==> src/rtl/ctrlmap_pkg.sv <==
// Shared types, constants and character helpers for the controller map line parser.
// No dependencies; used by the top level and its checker.
package ctrlmap_pkg;

    localparam int CHAR_W    = 8;
    localparam int ID_W      = 16;
    localparam int MAP_W     = 8;
    localparam int MAP_N     = 8;
    localparam int IDX_W     = $clog2(MAP_N);
    localparam int M_TDATA_W = 2 * ID_W + MAP_N * MAP_W;

    localparam logic [MAP_W-1:0]  MAP_MAX_BIT = 8'd31;
    localparam logic [MAP_W-1:0]  MAP_UNUSED  = 8'd255;
    localparam logic [ID_W-1:0]   ACCUM_SAT   = 16'hFFFF;
    localparam logic [IDX_W-1:0]  LAST_FIELD  = IDX_W'(MAP_N - 1);

    localparam logic [CHAR_W-1:0] CH_SPACE = 8'h20;
    localparam logic [CHAR_W-1:0] CH_TAB   = 8'h09;
    localparam logic [CHAR_W-1:0] CH_CR    = 8'h0D;
    localparam logic [CHAR_W-1:0] CH_LF    = 8'h0A;
    localparam logic [CHAR_W-1:0] CH_COLON = 8'h3A;
    localparam logic [CHAR_W-1:0] CH_EQUAL = 8'h3D;
    localparam logic [CHAR_W-1:0] CH_COMMA = 8'h2C;
    localparam logic [CHAR_W-1:0] CH_ZERO  = 8'h30;
    localparam logic [CHAR_W-1:0] CH_NINE  = 8'h39;
    localparam logic [CHAR_W-1:0] CH_LO_A  = 8'h61;
    localparam logic [CHAR_W-1:0] CH_LO_F  = 8'h66;
    localparam logic [CHAR_W-1:0] CH_UP_A  = 8'h41;
    localparam logic [CHAR_W-1:0] CH_UP_F  = 8'h46;

    typedef enum logic [2:0] {
        PH_LEAD,
        PH_VID,
        PH_PID,
        PH_DEC,
        PH_TRAIL,
        PH_REJECT
    } phase_t;

    typedef struct packed {
        logic       valid;
        logic [3:0] value;
    } hex_digit_t;

    function automatic hex_digit_t hex_value(input logic [CHAR_W-1:0] c);
        hex_digit_t r;
        r.valid = 1'b1;
        r.value = 4'd0;
        if (c >= CH_ZERO && c <= CH_NINE) begin
            r.value = c[3:0];
        end else if ((c >= CH_LO_A && c <= CH_LO_F) || (c >= CH_UP_A && c <= CH_UP_F)) begin
            r.value = c[3:0] + 4'd9;
        end else begin
            r.valid = 1'b0;
        end
        return r;
    endfunction

    function automatic logic is_blank(input logic [CHAR_W-1:0] c);
        return (c == CH_SPACE) || (c == CH_TAB);
    endfunction

    function automatic logic is_trail_space(input logic [CHAR_W-1:0] c);
        return (c == CH_SPACE) || (c == CH_TAB) || (c == CH_CR) || (c == CH_LF);
    endfunction

    function automatic logic map_value_ok(input logic [MAP_W-1:0] v);
        return (v <= MAP_MAX_BIT) || (v == MAP_UNUSED);
    endfunction

endpackage

==> src/rtl/controller_map_line_parser.sv <==
// Controller map line parser: top level, one character per cycle while not stalled.
// Depends on ctrlmap_pkg.
//
// Usage
//   Feed one text line of the form  hex:hex=d,d,d,d,d,d,d,d  on the s_ channel,
//   one character per request in s_tdata, then one terminator request with
//   s_tlast high (its s_tdata is ignored). Only the terminator produces a
//   request on the m_ channel: m_tuser is the accept flag, m_tdata carries
//   vendor id, product id and the eight map entries, all zero on reject.
// Pipeline and throughput
//   A request lands in the input register at its accept edge, and from there
//   a single pass through the character decode and the decimal accumulate
//   (multiply by ten, add, saturate) updates the state registers. A terminator
//   loads the result into the output register behind m_tvalid. One request per
//   cycle is sustained while no terminator waits on a full output register.
// Stall
//   The output register holds a result until m_tready. Characters keep
//   flowing while a result waits; only a second terminator stalls, in the
//   input register, and s_tready drops until the result is taken.
// Reset
//   aresetn is synchronous, active low: the input and output registers
//   empty and the parser returns to the leading whitespace phase.
module controller_map_line_parser (
    input  logic                              aclk,
    input  logic                              aresetn,
    input  logic                              s_tvalid,
    output logic                              s_tready,
    input  logic [ctrlmap_pkg::CHAR_W-1:0]    s_tdata,   // [7:0] char_code
    input  logic                              s_tlast,   // end_of_line
    output logic                              m_tvalid,
    input  logic                              m_tready,
    output logic [ctrlmap_pkg::M_TDATA_W-1:0] m_tdata,   // [15:0] vendor_id,
                                                         // [31:16] product_id,
                                                         // [39:32] map_0 .. [95:88] map_7
    output logic                              m_tuser    // accepted
);
    import ctrlmap_pkg::*;

    // Input register stage.
    logic              in_valid_reg;
    logic [CHAR_W-1:0] in_char_reg;
    logic              in_eol_reg;

    // Parser state.
    phase_t            phase_reg,   phase_next;
    logic [ID_W-1:0]   accum_reg,   accum_next;
    logic [ID_W-1:0]   vendor_reg,  vendor_next;
    logic [ID_W-1:0]   product_reg, product_next;
    logic              seen_reg,    seen_next;
    logic [IDX_W-1:0]  index_reg,   index_next;
    logic [MAP_W-1:0]  map_reg [MAP_N];

    // Output register stage.
    logic                 out_valid_reg;
    logic [M_TDATA_W-1:0] out_data_reg, out_data_next;
    logic                 out_user_reg, out_user_next;

    logic fire;        // the held request is parsed this cycle
    logic result_load; // the held request is a terminator and loads the result
    logic map_we;
    logic dec_ok;
    logic accept;

    hex_digit_t       hex;
    logic             is_digit;
    logic [ID_W+3:0]  dec_sum;
    logic [ID_W-1:0]  dec_sat;

    // A terminator waits while the output register is still full.
    assign fire        = in_valid_reg && (!in_eol_reg || !out_valid_reg || m_tready);
    assign result_load = fire && in_eol_reg;
    assign s_tready    = !in_valid_reg || fire;

    // Character decode and decimal accumulate.
    assign hex      = hex_value(in_char_reg);
    assign is_digit = (in_char_reg >= CH_ZERO) && (in_char_reg <= CH_NINE);
    assign dec_sum  = ({4'd0, accum_reg} << 3) + ({4'd0, accum_reg} << 1)
                    + {{ID_W{1'b0}}, in_char_reg[3:0]};
    assign dec_sat  = (dec_sum > {4'd0, ACCUM_SAT}) ? ACCUM_SAT : dec_sum[ID_W-1:0];
    assign dec_ok   = seen_reg && ((accum_reg <= {8'd0, MAP_MAX_BIT})
                                || (accum_reg == {8'd0, MAP_UNUSED}));

    // Per-character state update.
    always_comb begin
        phase_next   = phase_reg;
        accum_next   = accum_reg;
        vendor_next  = vendor_reg;
        product_next = product_reg;
        seen_next    = seen_reg;
        index_next   = index_reg;
        map_we       = 1'b0;
        if (fire && in_eol_reg) begin
            // Terminator: return to the start of a line.
            phase_next   = PH_LEAD;
            accum_next   = '0;
            vendor_next  = '0;
            product_next = '0;
            seen_next    = 1'b0;
            index_next   = '0;
        end else if (fire) begin
            unique case (phase_reg)
                PH_LEAD: begin
                    if (!is_blank(in_char_reg)) begin
                        if (hex.valid) begin
                            accum_next = {12'd0, hex.value};
                            seen_next  = 1'b1;
                            phase_next = PH_VID;
                        end else begin
                            phase_next = PH_REJECT;
                        end
                    end
                end
                PH_VID, PH_PID: begin
                    if (hex.valid) begin
                        accum_next = {accum_reg[ID_W-5:0], hex.value};
                        seen_next  = 1'b1;
                    end else if (!seen_reg) begin
                        phase_next = PH_REJECT;
                    end else if (phase_reg == PH_VID && in_char_reg == CH_COLON) begin
                        vendor_next = accum_reg;
                        phase_next  = PH_PID;
                        accum_next  = '0;
                        seen_next   = 1'b0;
                    end else if (phase_reg == PH_PID && in_char_reg == CH_EQUAL) begin
                        product_next = accum_reg;
                        index_next   = '0;
                        phase_next   = PH_DEC;
                        accum_next   = '0;
                        seen_next    = 1'b0;
                    end else begin
                        phase_next = PH_REJECT;
                    end
                end
                PH_DEC: begin
                    if (is_digit) begin
                        accum_next = dec_sat;
                        seen_next  = 1'b1;
                    end else if (in_char_reg == CH_COMMA && index_reg != LAST_FIELD
                                 && dec_ok) begin
                        // Close this field and advance to the next one.
                        map_we     = 1'b1;
                        index_next = index_reg + 1'b1;
                        accum_next = '0;
                        seen_next  = 1'b0;
                    end else if (is_trail_space(in_char_reg) && index_reg == LAST_FIELD
                                 && dec_ok) begin
                        map_we     = 1'b1;
                        phase_next = PH_TRAIL;
                    end else begin
                        phase_next = PH_REJECT;
                    end
                end
                PH_TRAIL: begin
                    if (!is_trail_space(in_char_reg)) begin
                        phase_next = PH_REJECT;
                    end
                end
                default: begin
                    phase_next = PH_REJECT;
                end
            endcase
        end
    end

    // Result at the terminator. A last field still open is read from the
    // accumulator since it has not been stored yet.
    always_comb begin
        accept = (phase_reg == PH_TRAIL)
              || (phase_reg == PH_DEC && index_reg == LAST_FIELD && dec_ok);
        out_user_next = accept;
        out_data_next = '0;
        if (accept) begin
            out_data_next[ID_W-1:0]      = vendor_reg;
            out_data_next[2*ID_W-1:ID_W] = product_reg;
            for (int i = 0; i < MAP_N; i++) begin
                out_data_next[2*ID_W + i*MAP_W +: MAP_W] = map_reg[i];
            end
            if (phase_reg == PH_DEC) begin
                out_data_next[2*ID_W + (MAP_N-1)*MAP_W +: MAP_W] = accum_reg[MAP_W-1:0];
            end
        end
    end

    // Input register: take a request whenever the stage is empty or drains.
    always_ff @(posedge aclk) begin
        if (!aresetn) begin
            in_valid_reg <= 1'b0;
        end else if (s_tready) begin
            in_valid_reg <= s_tvalid;
        end
        if (s_tready && s_tvalid) begin
            in_char_reg <= s_tdata;
            in_eol_reg  <= s_tlast;
        end
    end

    // Parser state registers.
    always_ff @(posedge aclk) begin
        if (!aresetn) begin
            phase_reg   <= PH_LEAD;
            accum_reg   <= '0;
            vendor_reg  <= '0;
            product_reg <= '0;
            seen_reg    <= 1'b0;
            index_reg   <= '0;
        end else begin
            phase_reg   <= phase_next;
            accum_reg   <= accum_next;
            vendor_reg  <= vendor_next;
            product_reg <= product_next;
            seen_reg    <= seen_next;
            index_reg   <= index_next;
        end
    end

    // Map entries: written only by a closed decimal field, so no reset.
    always_ff @(posedge aclk) begin
        if (map_we) begin
            map_reg[index_reg] <= accum_reg[MAP_W-1:0];
        end
    end

    // Output register: hold the result until the receiver takes it.
    always_ff @(posedge aclk) begin
        if (!aresetn) begin
            out_valid_reg <= 1'b0;
        end else if (result_load) begin
            out_valid_reg <= 1'b1;
        end else if (m_tready) begin
            out_valid_reg <= 1'b0;
        end
        if (result_load) begin
            out_data_reg <= out_data_next;
            out_user_reg <= out_user_next;
        end
    end

    assign m_tvalid = out_valid_reg;
    assign m_tdata  = out_data_reg;
    assign m_tuser  = out_user_reg;

endmodule

==> config.mk <==
export PLATFORM = sky130hd
export DESIGN_NAME = controller_map_line_parser
export DESIGN_NICKNAME = d
export VERILOG_FILES = /design/src/rtl/ctrlmap_pkg.sv /design/src/rtl/controller_map_line_parser.sv
export SDC_FILE = /design/constraint.sdc
export NUM_CORES = 1
export LEC_CHECK = 0
export ABC_AREA = 1
export BUFFER_PORTS_ARGS = -buffer_cell sky130_fd_sc_hd__buf_2
export CAP_MARGIN = 15
export CORE_MARGIN = 2
export CORE_UTILIZATION = 40
export CTS_CLUSTER_SIZE = 30
export DETAILED_ROUTE_END_ITERATION = 10
export GPL_TIMING_DRIVEN = 0
export HOLD_SLACK_MARGIN = 0.12
export SETUP_SLACK_MARGIN = 0.2
export SKIP_CTS_REPAIR_TIMING = 1
export SYNTH_ARGS = -nofsm -noshare
export SYNTH_HDL_FRONTEND = slang
export SYNTH_SLANG_ARGS = --single-unit
==> constraint.sdc <==
create_clock -name aclk -period 4 [get_ports aclk]
set_input_delay 0.2 -clock aclk [delete_from_list [all_inputs] [get_ports aclk]]
set_output_delay 0.2 -clock aclk [all_outputs]
set_load 0.05 [all_outputs]
### Yosys cells after proc, flatten, opt, wreduce, memory -nomap -nowiden

Memory sizes are Yosys's and may differ from the RTL's. A register that Yosys moved wholly into a read port is not among the register bits.
Index checks and enable logic that the tools add are counted.

* register bits after elaboration: 163
* memory bits (writable): 64
* bits of input ports: 13
* logic and storage cells: 153
* memories: 1

* add/subtract/negate cells: 4
* order comparisons: 8
* eq/ne operators: 27
* muxes and demuxes: 52
* bitwise gates (word level): 3
* reductions and logical operators: 46

Memories
* map_reg: depth 8, width 8, rd ports 8, clocked after memory_dff 7, write ports 1, line controller_map_line_parser.sv:51 `logic [MAP_W-1:0] map_reg [MAP_N];`

Operators by type and width (count)
* $mux 16: 9
* $pmux 16 s3: 1
* $mux 3: 15
* $eq 8x6->1 const B: 4
* $eq 8x4->1 const B: 3
* $mux 1: 21
* $add 19x17->20: 1
* $add 20x4->20: 1
* $gt 20x16->1 const B: 1
* $ne 2x2->1 const B: 10
* $eq 16x8->1 const B: 1
* $ge 8x7->1 const B: 2
* $le 16x5->1 const B: 1
* $le 8x7->1 const B: 2
* $logic_and 1x1->1: 15
* $pmux 3 s4: 1
* $reduce_and 6->1: 2
* $logic_not 1->1: 10
* $reduce_and 5->1: 2
* $logic_or 1x1->1: 9
* $ne 3x3->1 const B: 3
* $ge 8x6->1 const B: 1
* $le 8x6->1 const B: 1
* $mux 4: 2
* 16 further kinds: 22

### Logic depth before layout (Yosys ltp)

* word-level depth: 14
* mapped depth: 18
* depth with buffers taken out: 17

### Worst setup path before layout

OpenSTA, ideal clock, no wires.

* kind: register to register
* start: register out_valid_reg, in the netlist m_tvalid
* end: register out_data_reg[0], in the netlist m_tdata[0], enable pin
* library setup time: 0.451 ns
* data arrival time: 2.880 ns
* setup slack: 0.669 ns
* cell stages (with the launch flop): 6
* cell sequence: dfxtp_1 > inv_1 > nor2_1 > a21oi_1 > nand2_1 > inv_1

* word-level cells in the longest chain between the ends: 5

RTL lines
* start, declared: line controller_map_line_parser.sv:54 `logic out_valid_reg;`
* start signal, assigned: line controller_map_line_parser.sv:226 `out_valid_reg <= 1'b0;`
* start signal, assigned: line controller_map_line_parser.sv:228 `out_valid_reg <= 1'b1;`
* start signal, assigned: line controller_map_line_parser.sv:230 `out_valid_reg <= 1'b0;`
* $logic_not 1->1: line controller_map_line_parser.sv:70 `assign fire = in_valid_reg && (!in_eol_reg || !out_valid_reg || m_tready);`
* $logic_or 1x1->1 (2 in series): line controller_map_line_parser.sv:70
* $logic_and 1x1->1: line controller_map_line_parser.sv:70
* $logic_and 1x1->1: line controller_map_line_parser.sv:71 `assign result_load = fire && in_eol_reg;`
* named net result_load: line controller_map_line_parser.sv:59 `logic result_load;`
* end signal, assigned: line controller_map_line_parser.sv:233 `out_data_reg <= out_data_next;`
* end, declared: line controller_map_line_parser.sv:55 `logic [M_TDATA_W-1:0] out_data_reg, out_data_next;`

The timed path passes the listed nets, and every way through them passes these cells.
A chain may end at the register's enable or synchronous reset.

### Worst setup path in the final report

* start: register accum_reg[7]
* end: memory map_reg[7][3], enable pin

* word-level cells in the longest chain between the ends: 12

RTL lines
* start, declared: line controller_map_line_parser.sv:46 `logic [ID_W-1:0] accum_reg, accum_next;`
* start signal, assigned: line controller_map_line_parser.sv:208 `accum_reg <= accum_next;`
* $le 16x5->1 / $eq 16x8->1 (equally long branches): line controller_map_line_parser.sv:80, controller_map_line_parser.sv:81
* $logic_or 1x1->1 (*): line controller_map_line_parser.sv:81 `|| (accum_reg == {8'd0, MAP_UNUSED}));`
* $logic_and 1x1->1 (*): line controller_map_line_parser.sv:80 `assign dec_ok = seen_reg && ((accum_reg <= {8'd0, MAP_MAX_BIT})`
* $logic_and 1x1->1: line controller_map_line_parser.sv:146 `&& dec_ok) begin`
* $mux 1: line controller_map_line_parser.sv:145 `end else if (is_trail_space(in_char_reg) && index_reg == LAST_FIELD`
* $mux 1 (*): line controller_map_line_parser.sv:138 `end else if (in_char_reg == CH_COMMA && index_reg != LAST_FIELD`
* $mux 1 (*): line controller_map_line_parser.sv:135 `if (is_digit) begin`
* $mux 1 (*): line controller_map_line_parser.sv:101 `unique case (phase_reg)`
* $mux 1 (*): line controller_map_line_parser.sv:100 `end else if (fire) begin`
* $mux 1 (*): line controller_map_line_parser.sv:92 `if (fire && in_eol_reg) begin`
* $mux 1 (*): line controller_map_line_parser.sv:218 `if (map_we) begin`
* $mux 1 (implied by the code) (*): line controller_map_line_parser.sv:219 `map_reg[index_reg] <= accum_reg[MAP_W-1:0];`
* end, declared: line controller_map_line_parser.sv:51

Mark *: on every way between the ends. The rest lies on a longest branch, timed or not.

==> impl_metrics.tcl <==
set metrics [dict create \
    endpoint_kind "flip-flop" \
    grt_pass1_wl_mm 35.1 \
    initial_core_util_pct 40.4 \
    p_per_area_nw_per_um2 414 \
    vdd_ir_drop_max_uv 297 \
    viasPerCell 4.72 \
    final_cell_area_um2 12400 \
    grt_use_total_pct 16.3 \
    routedWlPerCell_um 14.4 \
    fill_cells 2418 \
    worstPathArrival_ns 3.48 \
    io_pins 112 \
    cp_max_fo 17 \
    setup_viol 0 \
    synth-async-reset-ratio_pct 0 \
    core_area_um2 25800 \
    skew_ns 0.0119 \
    cts_tree "done" \
    syn_inst 1036 \
    yosysSeqAreaShare_pct 60.0 \
    synth_edf_count 170 \
    cts-root-buf "clkbuf_16" \
    clock_latency_ns 0.52 \
    insertedDiodeCount 0 \
    grt_overflow 0 \
    slew_headroom_pct 26.9 \
    yosys_warnings 0 \
    area_growth_pct 18.8 \
    ys_seq_elements 227 \
    grt_max_degree 77 \
    synth.avg_cell_area_um2 10.0 \
    syn_nets 1089 \
    min_period_ns 3.35 \
    leakagePower_nw 5.25 \
    synth_area_leaders "edfxtp_1 49%, dfxtp_1 11%, nand2_1 6.4%" \
    cts_made_buffers 24 \
    cp_slowest_cell "nor3_1" \
    cp.required_ns 4.13 \
    drt_first_iter_violations 451 \
    min_period_over_period_pct 83.7 \
    fmax_ghz 0.299 \
    hold_class "in2reg" \
    ys_types 48 \
    hold_viol 0 \
    nets 1245 \
    layout-drive-gt1-share_pct 19.9 \
    postRouteAntennaNets 0 \
    drv_cap 0 \
    fp.dieArea_um2 27300 \
    io_buffers 111 \
    place_ws_ns 0.361 \
    die_w_um 165 \
    clock_path_buffers 3 \
    synth_top_cell_by_area "edfxtp_1" \
    worst_slew_pin_slew_ns 1.09 \
    num_rows 59 \
    cpMostUsedCell "nand2_1" \
    path_cells "nand4_1, o21ai_0, and3_1, nand2_1, a21oi_1, nand2_1, nor3_1" \
    drtPass1Iterations 4 \
    wl_mm 22.2 \
    vias 7292 \
    gp_congestion 0.891 \
    synth_area_um2 10400 \
    rsz0062_at_grt "false" \
    synth_top_area_share_pct 49.1 \
    clk_pin_slew_ns 0.06 \
    cp-start-kind "flip-flop" \
    drcViolationCount 0 \
    cpPeakStageDelay_ns 0.86 \
    cts.htree.levels 1 \
    post-route-util_pct 48.0 \
    grt_pass1_vias 6908 \
    die_h_um 165 \
    dp_hpwl_mm 15.6 \
    synthFlopType "edfxtp_1" \
    fin_ws_ns 0.652 \
    dpl_cell_area_um2 11400 \
    antenna_found_initial 0 \
    status "completed" \
    cts_num_sinks 227 \
    crit_type "reg2reg" \
    slew_violations 0 \
    largest_reg_flops 96 \
    p_total_w 0.00512 \
]
## final timing paths
| kind | start | end | slack (ns) | depth (start not counted) |
|---|---|---|---|---|
| worst max register to register | accum_reg[7] | map_reg[7][3] | 0.65 | 7 |
| worst min-delay path | s_tvalid | in_eol_reg | 0.21 | 3 |
| worst min register to register | product_reg[3] | product_reg[3] | 0.49 | 2 |
| worst max-delay path | accum_reg[7] | map_reg[7][3] | 0.65 | 7 |
## cell usage in the layout (no fill, tap or decap), types with 23 or more instances in the layout
| master | synthesis | layout |
|---|---|---|
| inv_1 | 161 | 160 |
| nor3_1 | 23 | 23 |
| nand2_1 | 178 | 178 |
| nand3_1 | 35 | 35 |
| edfxtp_1 | 170 | 170 |
| nor2_1 | 159 | 159 |
| ha_1 | 38 | 38 |
| dfxtp_1 | 57 | 54 |
| a21oi_1 | 40 | 40 |
| buf_2 | 10 | 125 |
| clkbuf_16 | 0 | 25 |
## layer usage
layer  wire, um  global-route usage [%]  up-vias
met3       1110                    2.32       30
met4        444                    4.03        0
met1      10500                    22.7     3355
met5          0                       0        -
li1           -                       -     3721
met2      10100                    26.9      186
## kinds of logic (layout without fill, tap and decap cells)
family	after synthesis	in the layout	synth area share (%)
simple gates	437	437	18.4
compound gates	120	120	7.91
fa+ha+maj	40	40	4.95
xor+xnor	9	9	0.758
flops	227	227	60.0
buf+inv	203	376	7.94
## power breakdown
group	switching, W	internal (W)	leakage (nW)
Sequential	0.0000347	0.00256	2.11
Combinational	0.000236	0.0000857	2.75
Clock	0.000893	0.00131	0.382
Total	0.00116	0.00395	5.25
## cell type report
type | count | area, um^2 | area share (%)
Tap cell | 335 | 419 | 3.39
Sequential cell | 227 | 6250 | 50.6
Multi-Input combinational cell | 606 | 3330 | 27.0
Inverter | 173 | 658 | 5.33
Clock inverter | 11 | 118 | 0.952
Timing Repair Buffer | 130 | 738 | 5.97
Clock buffer | 32 | 672 | 5.44
Buffer | 30 | 170 | 1.38
## critical path, delay by kind of cell, from the launching register on
kind / cells / cell delay [ns]
flops: 1 / 0.81
compound gates: 2 / 0.67
simple gates: 5 / 1.48
## synth_stat cells, types with 3 or more instances
cell type / n
nand2_1: 178
edfxtp_1: 170
inv_1: 161
nor2_1: 159
dfxtp_1: 57
a21oi_1: 40
ha_1: 38
nand3_1: 35
nor3_1: 23
o21ai_0: 22
a211oi_1: 19
a211oi_2: 14
clkbuf_1: 12
a21oi_2: 11
nand2_2: 11
buf_2: 10
inv_2: 9
o21ai_1: 8
nand4_1: 7
xnor2_1: 7
buf_4: 4
nand3_2: 4
nand2_4: 3
## per-stage QoR
step           TNS (ns)  instances  hold WS [ns]
4_1_cts               0       1529        -0.154
3_3_place_gp     -14.13       1482         0.377
2_1_floorplan         0       1036         0.299
3_5_place_dp          0       1486         0.378
6_report              0       1544         0.206
5_1_grt               0       1544         0.247
No activity file was read; power rests on OpenSTA's default activity.
